==> config.mk <==
export PLATFORM = sky130hd
export DESIGN_NAME = block_edge_deblock_filter
export DESIGN_NICKNAME = d
export VERILOG_FILES = /design/src/rtl/bedf_pkg.sv /design/src/rtl/bedf_analyze.sv /design/src/rtl/bedf_filter.sv /design/src/rtl/bedf_output.sv /design/src/rtl/block_edge_deblock_filter.sv
export SDC_FILE = /design/constraint.sdc
export NUM_CORES = 2
export LEC_CHECK = 0
export ABC_AREA = 1
export BUFFER_PORTS_ARGS = -buffer_cell sky130_fd_sc_hd__buf_4
export CAP_MARGIN = 0
export CORE_UTILIZATION = 60
export CTS_CLUSTER_DIAMETER = 150
export DETAILED_ROUTE_END_ITERATION = 12
export GPL_TIMING_DRIVEN = 0
export PLACE_DENSITY = 0.86
export SYNTH_ARGS = -nofsm -noshare
export SYNTH_HDL_FRONTEND = slang
export SYNTH_SLANG_ARGS = --single-unit
==> constraint.sdc <==
create_clock -name clk -period 8.55 [get_ports clk]
set_clock_uncertainty 0.2 [all_clocks]
set_input_delay 0.4275 -clock clk [delete_from_list [all_inputs] [get_ports clk]]
set_output_delay 0.4275 -clock clk [all_outputs]
set_load 0.02 [all_outputs]
==> src/rtl/bedf_pkg.sv <==
package bedf_pkg;

    typedef logic [7:0]         pix_t;
    typedef logic signed [8:0]  act_t;
    typedef logic [4:0]         step_t;

    localparam int unsigned NUM_PIX    = 10;
    localparam logic [1:0]  NEAR_THR   = 2'd2;
    localparam logic [3:0]  SMOOTH_CNT = 4'd6;
    localparam step_t       STEP_RESET = 5'd1;

    // analysis stage -> filter stage
    typedef struct packed {
        pix_t [NUM_PIX-1:0] pix;
        logic               half;
        logic [3:0]         cnt;
        act_t               a30;
        act_t               a31;
        act_t               a32;
        pix_t               mx;
        pix_t               mn;
        logic               sub_a;
        logic               sub_b;
    } bedf_s1_t;

    // filter stage -> output stage
    typedef struct packed {
        pix_t [8:1]         pix;
        logic               half;
        logic               smooth;
        logic               dflt;
        pix_t [8:1]         sm;
        logic signed [12:0] d5;
        act_t               lim;
    } bedf_s2_t;

    function automatic logic [8:0] abs_diff(input pix_t a, input pix_t b);
        logic [8:0] d;
        d = (a > b) ? ({1'b0, a} - {1'b0, b}) : ({1'b0, b} - {1'b0, a});
        return d;
    endfunction

    function automatic logic [11:0] ext12(input pix_t p);
        return {4'b0000, p};
    endfunction

    // (2*(a-d) - 5*(b-c) + 4) / 8, truncating toward zero
    function automatic act_t activity(input pix_t a, input pix_t b,
                                      input pix_t c, input pix_t d);
        logic signed [11:0] sum;
        logic signed [11:0] q;
        sum = 12'sd2 * ($signed(ext12(a)) - $signed(ext12(d)))
            - 12'sd5 * ($signed(ext12(b)) - $signed(ext12(c))) + 12'sd4;
        q = sum[11] ? ((sum + 12'sd7) >>> 3) : (sum >>> 3);
        return q[8:0];
    endfunction

    function automatic logic [8:0] abs_act(input act_t a);
        logic [8:0] r;
        r = a[8] ? 9'(-a) : 9'(a);
        return r;
    endfunction

endpackage

==> src/rtl/bedf_analyze.sv <==
module bedf_analyze
    import bedf_pkg::*;
(
    input  logic                clk,
    input  logic                rst_n,
    input  logic                in_vld,
    input  pix_t [NUM_PIX-1:0]  pix,
    input  logic                half,
    input  step_t               step,
    output logic                out_vld,
    output bedf_s1_t            s1
);

    logic     vld_reg;
    bedf_s1_t s1_reg;
    bedf_s1_t s1_next;

    always_comb
    begin
        logic [3:0] cnt;
        pix_t       mx;
        pix_t       mn;
        cnt = 4'd0;
        for (int i = 0; i < NUM_PIX - 1; i++)
        begin
            if (abs_diff(pix[i], pix[i+1]) <= {7'd0, NEAR_THR})
                cnt = cnt + 4'd1;
        end
        mx = pix[1];
        mn = pix[1];
        for (int i = 2; i <= 8; i++)
        begin
            if (pix[i] > mx)
                mx = pix[i];
            if (pix[i] < mn)
                mn = pix[i];
        end
        s1_next.pix   = pix;
        s1_next.half  = half;
        s1_next.cnt   = cnt;
        s1_next.a30   = activity(pix[3], pix[4], pix[5], pix[6]);
        s1_next.a31   = activity(pix[1], pix[2], pix[3], pix[4]);
        s1_next.a32   = activity(pix[5], pix[6], pix[7], pix[8]);
        s1_next.mx    = mx;
        s1_next.mn    = mn;
        // end pixel replaced by its inner neighbor on a step-sized jump
        s1_next.sub_a = abs_diff(pix[1], pix[0]) >= {4'd0, step};
        s1_next.sub_b = abs_diff(pix[8], pix[9]) >= {4'd0, step};
    end

    always_ff @(posedge clk or negedge rst_n)
    begin
        if (!rst_n)
            vld_reg <= 1'b0;
        else
            vld_reg <= in_vld;
    end

    always_ff @(posedge clk)
    begin
        if (in_vld)
            s1_reg <= s1_next;
    end

    assign out_vld = vld_reg;
    assign s1      = s1_reg;

endmodule

==> src/rtl/bedf_filter.sv <==
module bedf_filter
    import bedf_pkg::*;
(
    input  logic        clk,
    input  logic        rst_n,
    input  logic        in_vld,
    input  bedf_s1_t    s1,
    input  step_t       step,
    output logic        out_vld,
    output bedf_s2_t    s2
);

    logic     vld_reg;
    bedf_s2_t s2_reg;
    bedf_s2_t s2_next;

    always_comb
    begin
        logic [8:0]         range;
        logic               flat;
        logic               many;
        logic [11:0]        ea;
        logic [11:0]        eb;
        logic [11:0]        v1, v2, v3, v4, v5, v6, v7, v8;
        logic [11:0]        sum [8:1];
        logic [8:0]         abs30;
        logic [8:0]         abs31;
        logic [8:0]         abs32;
        logic [8:0]         m;
        logic signed [9:0]  mm;
        logic signed [9:0]  da;
        logic signed [8:0]  diff;

        range = {1'b0, s1.mx} - {1'b0, s1.mn};
        flat  = range < {3'd0, step, 1'b0};
        many  = s1.cnt >= SMOOTH_CNT;

        ea = ext12(s1.sub_a ? s1.pix[1] : s1.pix[0]);
        eb = ext12(s1.sub_b ? s1.pix[8] : s1.pix[9]);
        v1 = ext12(s1.pix[1]);
        v2 = ext12(s1.pix[2]);
        v3 = ext12(s1.pix[3]);
        v4 = ext12(s1.pix[4]);
        v5 = ext12(s1.pix[5]);
        v6 = ext12(s1.pix[6]);
        v7 = ext12(s1.pix[7]);
        v8 = ext12(s1.pix[8]);

        sum[1] = 12'd6*ea + 12'd4*v1 + 12'd2*v2 + 12'd2*v3 + v4 + v5 + 12'd8;
        sum[2] = 12'd4*ea + 12'd2*v1 + 12'd4*v2 + 12'd2*v3 + 12'd2*v4 + v5 + v6 + 12'd8;
        sum[3] = 12'd2*ea + 12'd2*v1 + 12'd2*v2 + 12'd4*v3 + 12'd2*v4 + 12'd2*v5
               + v6 + v7 + 12'd8;
        sum[4] = ea + v1 + 12'd2*v2 + 12'd2*v3 + 12'd4*v4 + 12'd2*v5 + 12'd2*v6
               + v7 + v8 + 12'd8;
        sum[5] = v1 + v2 + 12'd2*v3 + 12'd2*v4 + 12'd4*v5 + 12'd2*v6 + 12'd2*v7
               + v8 + eb + 12'd8;
        sum[6] = v2 + v3 + 12'd2*v4 + 12'd2*v5 + 12'd4*v6 + 12'd2*v7 + 12'd2*v8
               + 12'd2*eb + 12'd8;
        sum[7] = v3 + v4 + 12'd2*v5 + 12'd2*v6 + 12'd4*v7 + 12'd2*v8 + 12'd4*eb + 12'd8;
        sum[8] = v4 + v5 + 12'd2*v6 + 12'd2*v7 + 12'd4*v8 + 12'd6*eb + 12'd8;

        abs30 = abs_act(s1.a30);
        abs31 = abs_act(s1.a31);
        abs32 = abs_act(s1.a32);
        m     = (abs31 < abs32) ? abs31 : abs32;
        mm    = $signed({1'b0, m});
        da    = (s1.a30[8] ? -mm : mm) - $signed({s1.a30[8], s1.a30});
        diff  = $signed({1'b0, s1.pix[4]}) - $signed({1'b0, s1.pix[5]});

        s2_next.pix    = s1.pix[8:1];
        s2_next.half   = s1.half;
        s2_next.smooth = many && flat;
        s2_next.dflt   = !many && (abs30 < {4'd0, step}) && (m < abs30);
        for (int i = 1; i <= 8; i++)
            s2_next.sm[i] = sum[i][11:4];
        s2_next.d5     = $signed({{3{da[9]}}, da}) * 13'sd5;
        s2_next.lim    = diff[8] ? ((diff + 9'sd1) >>> 1) : (diff >>> 1);
    end

    always_ff @(posedge clk or negedge rst_n)
    begin
        if (!rst_n)
            vld_reg <= 1'b0;
        else
            vld_reg <= in_vld;
    end

    always_ff @(posedge clk)
    begin
        if (in_vld)
            s2_reg <= s2_next;
    end

    assign out_vld = vld_reg;
    assign s2      = s2_reg;

endmodule

==> src/rtl/bedf_output.sv <==
module bedf_output
    import bedf_pkg::*;
(
    input  logic        clk,
    input  logic        rst_n,
    input  logic        in_vld,
    input  bedf_s2_t    s2,
    output logic        out_vld,
    output pix_t [8:1]  res
);

    logic       vld_reg;
    pix_t [8:1] res_reg;
    pix_t [8:1] res_next;

    function automatic pix_t clip(input logic signed [10:0] a);
        pix_t r;
        if (a < 0)
            r = 8'd0;
        else if (a > 11'sd255)
            r = 8'd255;
        else
            r = a[7:0];
        return r;
    endfunction

    always_comb
    begin
        logic signed [12:0] q;
        logic signed [9:0]  d;
        logic signed [9:0]  lim;
        logic signed [10:0] r4;
        logic signed [10:0] r5;

        q   = s2.d5[12] ? ((s2.d5 + 13'sd7) >>> 3) : (s2.d5 >>> 3);
        d   = q[9:0];
        lim = {s2.lim[8], s2.lim};
        if (lim > 0)
        begin
            if (d < 0)
                d = 10'sd0;
            if (d > lim)
                d = lim;
        end
        else
        begin
            if (d > 0)
                d = 10'sd0;
            if (d < lim)
                d = lim;
        end
        r4 = $signed({3'b000, s2.pix[4]}) - {d[9], d};
        r5 = $signed({3'b000, s2.pix[5]}) + {d[9], d};

        res_next = s2.pix;
        if (s2.smooth)
        begin
            for (int i = 1; i <= 4; i++)
                res_next[i] = s2.sm[i];
            if (!s2.half)
            begin
                for (int i = 5; i <= 8; i++)
                    res_next[i] = s2.sm[i];
            end
        end
        else if (s2.dflt)
        begin
            res_next[4] = clip(r4);
            if (!s2.half)
                res_next[5] = clip(r5);
        end
    end

    always_ff @(posedge clk or negedge rst_n)
    begin
        if (!rst_n)
            vld_reg <= 1'b0;
        else
            vld_reg <= in_vld;
    end

    always_ff @(posedge clk)
    begin
        if (in_vld)
            res_reg <= res_next;
    end

    assign out_vld = vld_reg;
    assign res     = res_reg;

endmodule

==> src/rtl/block_edge_deblock_filter.sv <==
// Deblocking filter for one line of ten pixels across a block edge
// (edge between pix_4 and pix_5); returns filtered pixels out_1..out_8.
//
// Input: drive pix_0..pix_9 and mode with start high; the line is
// transferred at a clock edge where start is high and busy is low. busy
// is always low, so a new line may be transferred every cycle.
// Output: once the line has passed the analysis, filter and output registers,
// done is high for exactly one cycle with out_1..out_8 valid. The receiver
// has no hold-off; results come out in input order, one per cycle at full rate.
// Pipeline: analysis (neighbor counts, max/min, activity), filter taps and
// correction terms, then selection/clipping into the output register.
// Throughput is one line per clock.
// Configuration: cfg_we writes cfg_data into the step size register; change
// it only while no line is in flight.
// Reset: clears the pipeline valid bits (no done pulses) and sets the step
// size to 1.
module block_edge_deblock_filter
    import bedf_pkg::*;
(
    input  logic  clk,
    input  logic  rst_n,
    input  logic  start,
    output logic  busy,
    input  pix_t  pix_0,
    input  pix_t  pix_1,
    input  pix_t  pix_2,
    input  pix_t  pix_3,
    input  pix_t  pix_4,
    input  pix_t  pix_5,
    input  pix_t  pix_6,
    input  pix_t  pix_7,
    input  pix_t  pix_8,
    input  pix_t  pix_9,
    input  logic  mode,
    input  logic  cfg_we,
    input  step_t cfg_data,
    output logic  done,
    output pix_t  out_1,
    output pix_t  out_2,
    output pix_t  out_3,
    output pix_t  out_4,
    output pix_t  out_5,
    output pix_t  out_6,
    output pix_t  out_7,
    output pix_t  out_8
);

    step_t              step_reg;
    pix_t [NUM_PIX-1:0] pix;
    logic               s1_vld;
    bedf_s1_t           s1;
    logic               s2_vld;
    bedf_s2_t           s2;
    pix_t [8:1]         res;

    always_ff @(posedge clk or negedge rst_n)
    begin
        if (!rst_n)
            step_reg <= STEP_RESET;
        else if (cfg_we)
            step_reg <= cfg_data;
    end

    assign busy = 1'b0;
    assign pix  = {pix_9, pix_8, pix_7, pix_6, pix_5, pix_4, pix_3, pix_2, pix_1, pix_0};

    bedf_analyze u_analyze (
        .clk     (clk),
        .rst_n   (rst_n),
        .in_vld  (start && !busy),
        .pix     (pix),
        .half    (mode),
        .step    (step_reg),
        .out_vld (s1_vld),
        .s1      (s1)
    );

    bedf_filter u_filter (
        .clk     (clk),
        .rst_n   (rst_n),
        .in_vld  (s1_vld),
        .s1      (s1),
        .step    (step_reg),
        .out_vld (s2_vld),
        .s2      (s2)
    );

    bedf_output u_output (
        .clk     (clk),
        .rst_n   (rst_n),
        .in_vld  (s2_vld),
        .s2      (s2),
        .out_vld (done),
        .res     (res)
    );

    assign out_1 = res[1];
    assign out_2 = res[2];
    assign out_3 = res[3];
    assign out_4 = res[4];
    assign out_5 = res[5];
    assign out_6 = res[6];
    assign out_7 = res[7];
    assign out_8 = res[8];

endmodule

# Yosys cells after proc, flatten, opt, wreduce, memory -nomap -nowiden

Index checks and enable logic that the tools add are counted.

Word-level logic and storage cells: 289
Register bits: 354
Output and inout bits: 66
Bits of input ports: 90

Reductions and logical operators: 4
$lt $le $gt $ge: 49
Multiply operators: 6
Muxes and demuxes: 62
Add/subtract/negate cells: 112

Operator list:

| cell                                                            | count |
|---|---|
| adder 12 x 9 -> 12 bit                                          | 25 |
| subtractor 8 x 8 -> 9 bit                                       | 26 |
| 2-to-1 mux 8 bit                                                | 24 |
| adder 12 x 4 -> 12 bit (second input constant)                  | 14 |
| greater-than comparator 8 bit                                   | 17 |
| 2-to-1 mux 9 bit                                                | 14 |
| adder 12 x 8 -> 12 bit                                          | 10 |
| adder 12 x 10 -> 12 bit                                         | 8 |
| 2-to-1 mux 10 bit                                               | 9 |
| less-or-equal comparator 9 x 2 -> 1 bit (second input constant) | 9 |
| < comparator 8 bit                                              | 7 |
| 2-to-1 mux 24 bit                                               | 2 |
| adder 8 x 8 -> 9 bit                                            | 5 |
| multiplier 4 x 12 -> 12 bit (first input constant)              | 3 |
| subtractor 12 bit                                               | 3 |
| 2-to-1 mux 16 bit                                               | 2 |
| 2-to-1 mux 32 bit                                               | 1 |
| 2-to-1 mux 4 bit                                                | 8 |
| adder 4 x 1 -> 4 bit (second input constant)                    | 7 |
| negator 9 bit                                                   | 3 |
| greater-than comparator 11 x 9 -> 1 bit (second input constant) | 2 |
| < comparator 11 x 1 -> 1 bit (second input constant)            | 2 |
| multiplier 2 x 8 -> 10 bit (first input constant)               | 2 |
| greater-or-equal comparator 9 x 5 -> 1 bit                      | 2 |
| other kinds (25)                                                | 28 |

# Longest topological paths before layout

Depth in word-level cells: 20
Depth in mapped cells: 78
Depth with buffers taken out: 77

# Hierarchy

A second synthesis with hierarchy kept.

Cells, all modules: 4621
Area, all modules: 42300.6 um2

Modules (own cells, without submodules):

| module                    | area an instance (um2) | cells each | times used |
|---|---|---|---|
| bedf_filter               | 18944.4                | 1709       | 1 |
| bedf_analyze              | 18237.5                | 2285       | 1 |
| bedf_output               | 4921.0                 | 604        | 1 |
| block_edge_deblock_filter | 197.7                  | 23         | 1 |

# Worst setup path before layout

No wires, ideal clock.

Kind: input-to-reg
Start: in pix_1[7]
End: reg u_analyze.s1_reg, in the netlist u_analyze.s1[2], data pin
Buffers on the path: 8
Data arrival time: 9.416 ns
Stages on the path: 56
Library setup time: 0.253 ns
Path slack: -1.319 ns
Cell sequence: inv_1 ha_1 buf_2 nand2_2 nor2_4 nand3_2 nand3_2 buf_6 clkbuf_1 nand2_1 o21ai_0 ha_1 a21oi_1 nor2_1 a211oi_1 nand2_1 clkbuf_1 o21ai_0 [... 20 more ...] o21ai_0 ha_1 a21oi_1 nor2_1 a211oi_1 nand2_1 inv_1 clkbuf_1 nand2_1 o21ai_0 inv_1 ha_1 a21oi_1 nor2_1 a211oi_1 nand2_2 nand2_1 nand2_1

RTL lines:

| element              | line                            | RTL |
|---|---|---|
| start, declared      | block_edge_deblock_filter.sv:25 | `input pix_t pix_1,` |
| end signal, assigned | bedf_analyze.sv:62              | `s1_reg <= s1_next;` |
| end, declared        | bedf_analyze.sv:15              | `bedf_s1_t s1_reg;` |

==> flow_metrics.tcl <==
set metrics [dict create \
    num_rows 96 \
    portBuffers 153 \
    wl_per_cell_um 21.5 \
    drt_iter0_drc 3426 \
    r2r_end "u_filter.s2[21]" \
    cp_common_cell "nand2_1" \
    failed_checks "negative setup slack" \
    grt_pass1_wl_um 184000 \
    grt_max_degree 112 \
    syn2layout_area_growth_pct 16.8 \
    crit_path_end_kind "register" \
    gp_congestion 0.990 \
    min_path_type "input pin to register" \
    routed_wl_um 129000 \
    synth_top_area_frac 0.246 \
    maxCapViolCount 0 \
    overflow 0 \
    die_w_um 267 \
    outcome "finished with violations" \
    largest_register_ffs 152 \
    synthDistinctLibCells 65 \
    nets 6134 \
    hpwlAfterDp_um 93500 \
    yosys_register_bits 353 \
    fillers 4651 \
    h-tree-depth 2 \
    rsz0062_at_grt "true" \
    cts.sinks 353 \
    netlist_instances 4644 \
    muxShareOfSynthArea 0.00938 \
    antenna_found_initial 7 \
    grt_usage 0.336 \
    synth_edf_count 345 \
    synth_top_family_by_area "adder cells" \
    cts_inserted_buffers 40 \
    cp-endpoint "u_analyze.s1[4]" \
    rrSetupSlack_ns 0.91 \
    ys_seq_area_frac 0.251 \
    cts-root-buf "clkbuf_16" \
    reg2regPathDepth 44 \
    synth_xor_area_frac 0.0659 \
    synth_area_leaders "edfxtp_1 (25%), ha_1 (20%), fa_1 (16%)" \
    pin_count 156 \
    die_h_um 267 \
    slew_headroom 0.123 \
    avgSynthCellArea_um2 9.07 \
    synthAdderAreaFrac 0.361 \
    required_ns 8.68 \
    clock_latency_ns 0.59 \
    post-place-ws_ns -1.67 \
    setup_viol_count_final 16 \
    yosysTopAreaCell "edfxtp_1" \
    finalHoldViolCount 0 \
    fmax_mhz 108 \
    slew_violations 0 \
    layout-drive-gt1-share 0.129 \
    firstDrtPassIters 7 \
    drc 0 \
    cts_tree "built" \
    dp.cells 5733 \
    path_max_fanout 10 \
    core_mm2 0.0691 \
    startpoint "pix_1[7]" \
    grt_pass1_vias 35100 \
    synthFlopType "edfxtp_1" \
    finalCritPeriodShare 1.08 \
    ys_warn_count 0 \
    async_flop_share 0.0227 \
    max_stage_delay_ns 0.34 \
    cts.path.max_buffers 3 \
    crit-reg2reg-launch "u_analyze.s1[18]" \
    die_area_mm2 0.0713 \
    critPathSlowestCell "ha_1" \
    synthesis.area_mm2 0.0421 \
    fin_cells 5990 \
    crit_type "input pin to register" \
    cp-start-kind "input pin" \
    worstMarginPinSlew_ns 1.30 \
    ant_nets 0 \
    period_needed_ns 9.26 \
    synth_simple_gate_area_frac 0.125 \
    synth_compound_area_frac 0.105 \
    critPathArrivalTime_ns 9.38 \
    path_clk_slew_ns 0.06 \
    post_drt_via_cell_ratio 6.04 \
    num_vias 36200 \
    postLayoutSetupSlackWorst_ns -0.706 \
    synth_nets 5752 \
    initial_core_util 0.610 \
]
## through the flow
stage                util  hold WS [ns]  instance area [µm²]  setup TNS (ns)
finish              0.713        0.0201                49200           -8.65
detailed placement  0.649        0.0980                44800          -25.08
global placement    0.647        0.0948                44700          -23.49
floorplan               -       -0.0681                42400               0
CTS                 0.689       0.00271                47600               0
global route        0.713       0.00825                49200          -14.12
## cells by family after synthesis
| logic type | count (synthesis) |
|---|---|
| DFF | 353 |
| and+or+nand+nor | 1222 |
| buffers and inverters | 932 |
| adders and majority gates | 1018 |
| AOI/OAI and AO/OA | 765 |
| muxes | 36 |
| other | 1 |
| xor gates and xnor gates | 317 |
## worst min path at each step
stage	slack (ns)	end	from	cells after the start
floorplan	-0.07	step_reg[1]	rst_n	0
global placement	0.09	step_reg[4]	rst_n	1
detailed placement	0.1	step_reg[4]	rst_n	1
CTS	0.003	u_analyze.s1[79]	pix_3[5]	1
global route	0.008	u_analyze.s1[107]	pix_7[1]	1
finish	0.02	step_reg[1]	cfg_we	3
## repair_timing
item / 4_1_cts / 5_1_grt
gates resized for setup: 110 / 238
endpoints found under the setup margin: 16 / 16
setup buffers: 31 / 59
pin swaps: 62 / 121
endpoints found under the hold margin: 105 / 0
hold buffers: 81 / 0
cloned: 5 / 7
## layout make-up
type / count / area [µm²] / area share
Multi-Input combinational cell: 3362 / 29500 / 0.600
Sequential cell: 353 / 10600 / 0.215
Inverter: 872 / 3300 / 0.0671
Timing Repair Buffer: 339 / 2990 / 0.0607
Tap cell: 931 / 1160 / 0.0237
Clock buffer: 50 / 1080 / 0.0219
Buffer: 58 / 350 / 0.00712
Clock inverter: 23 / 239 / 0.00486
Antenna cell: 2 / 5.00 / 0.000102
## Yosys cell counts (4+ instances only)
cell type / instances
a2111oi_0: 7
a211oi_1: 23
a21o_1: 30
a21oi_1: 313
a221o_1: 14
a22oi_1: 14
a31oi_1: 9
and2_1: 7
clkbuf_1: 56
clkinv_1: 5
dfrtp_1: 7
edfxtp_1: 345
fa_1: 332
ha_1: 686
inv_1: 864
mux2_2: 28
mux2i_1: 8
nand2_1: 706
nand2_2: 21
nand2_4: 7
nand3_1: 142
nand3_2: 6
nand3b_1: 7
nand4_1: 30
nor2_1: 223
nor3_1: 25
nor3b_1: 7
nor4_1: 15
o2111ai_1: 5
o211ai_1: 20
o21a_1: 4
o21ai_0: 239
o21bai_1: 46
o221ai_1: 5
o22ai_1: 12
o31ai_1: 4
or2_2: 11
xnor2_1: 84
xor2_1: 233
## metal layers
metal,GRT usage,up-vias,wire [µm]
li1,-,16100,-
met1,0.400,17100,44700
met2,0.570,2091,59600
met3,0.0525,849,13300
met4,0.211,10,11100
met5,0,-,66
## cells in the final DEF (no fill, tap or decap), types with 12 or more instances in the layout
| cell type | Yosys | layout |
|---|---|---|
| a211oi_1 | 23 | 12 |
| a21o_1 | 30 | 30 |
| a21oi_1 | 313 | 298 |
| a221o_1 | 14 | 14 |
| a22oi_1 | 14 | 14 |
| buf_4 | 1 | 233 |
| buf_6 | 1 | 12 |
| clkbuf_1 | 56 | 52 |
| clkbuf_16 | 0 | 47 |
| dlygate4sd3_1 | 0 | 81 |
| edfxtp_1 | 345 | 345 |
| fa_1 | 332 | 332 |
| ha_1 | 686 | 644 |
| ha_4 | 0 | 38 |
| inv_1 | 864 | 852 |
| mux2_2 | 28 | 28 |
| nand2_1 | 706 | 638 |
| nand2_2 | 21 | 70 |
| nand2_4 | 7 | 26 |
| nand3_1 | 142 | 133 |
| nand3_2 | 6 | 14 |
| nand4_1 | 30 | 30 |
| nor2_1 | 223 | 210 |
| nor3_1 | 25 | 25 |
| nor4_1 | 15 | 15 |
| o211ai_1 | 20 | 20 |
| o21ai_0 | 239 | 169 |
| o21ai_1 | 3 | 18 |
| o21ai_2 | 0 | 33 |
| o21ai_4 | 0 | 22 |
| o21bai_1 | 46 | 46 |
| o22ai_1 | 12 | 12 |
| xnor2_1 | 84 | 84 |
| xor2_1 | 233 | 233 |
## critical path, delay by kind of cell
family,cells,cell delay [ns]
adders and majority gates,7,2.15
AOI/OAI and AO/OA,12,2.26
and+or+nand+nor,29,2.81
buffers and inverters,13,1.70
Power is not shown: default switching activity piles up to over one toggle a cycle in this logic, so the estimate is an artifact.
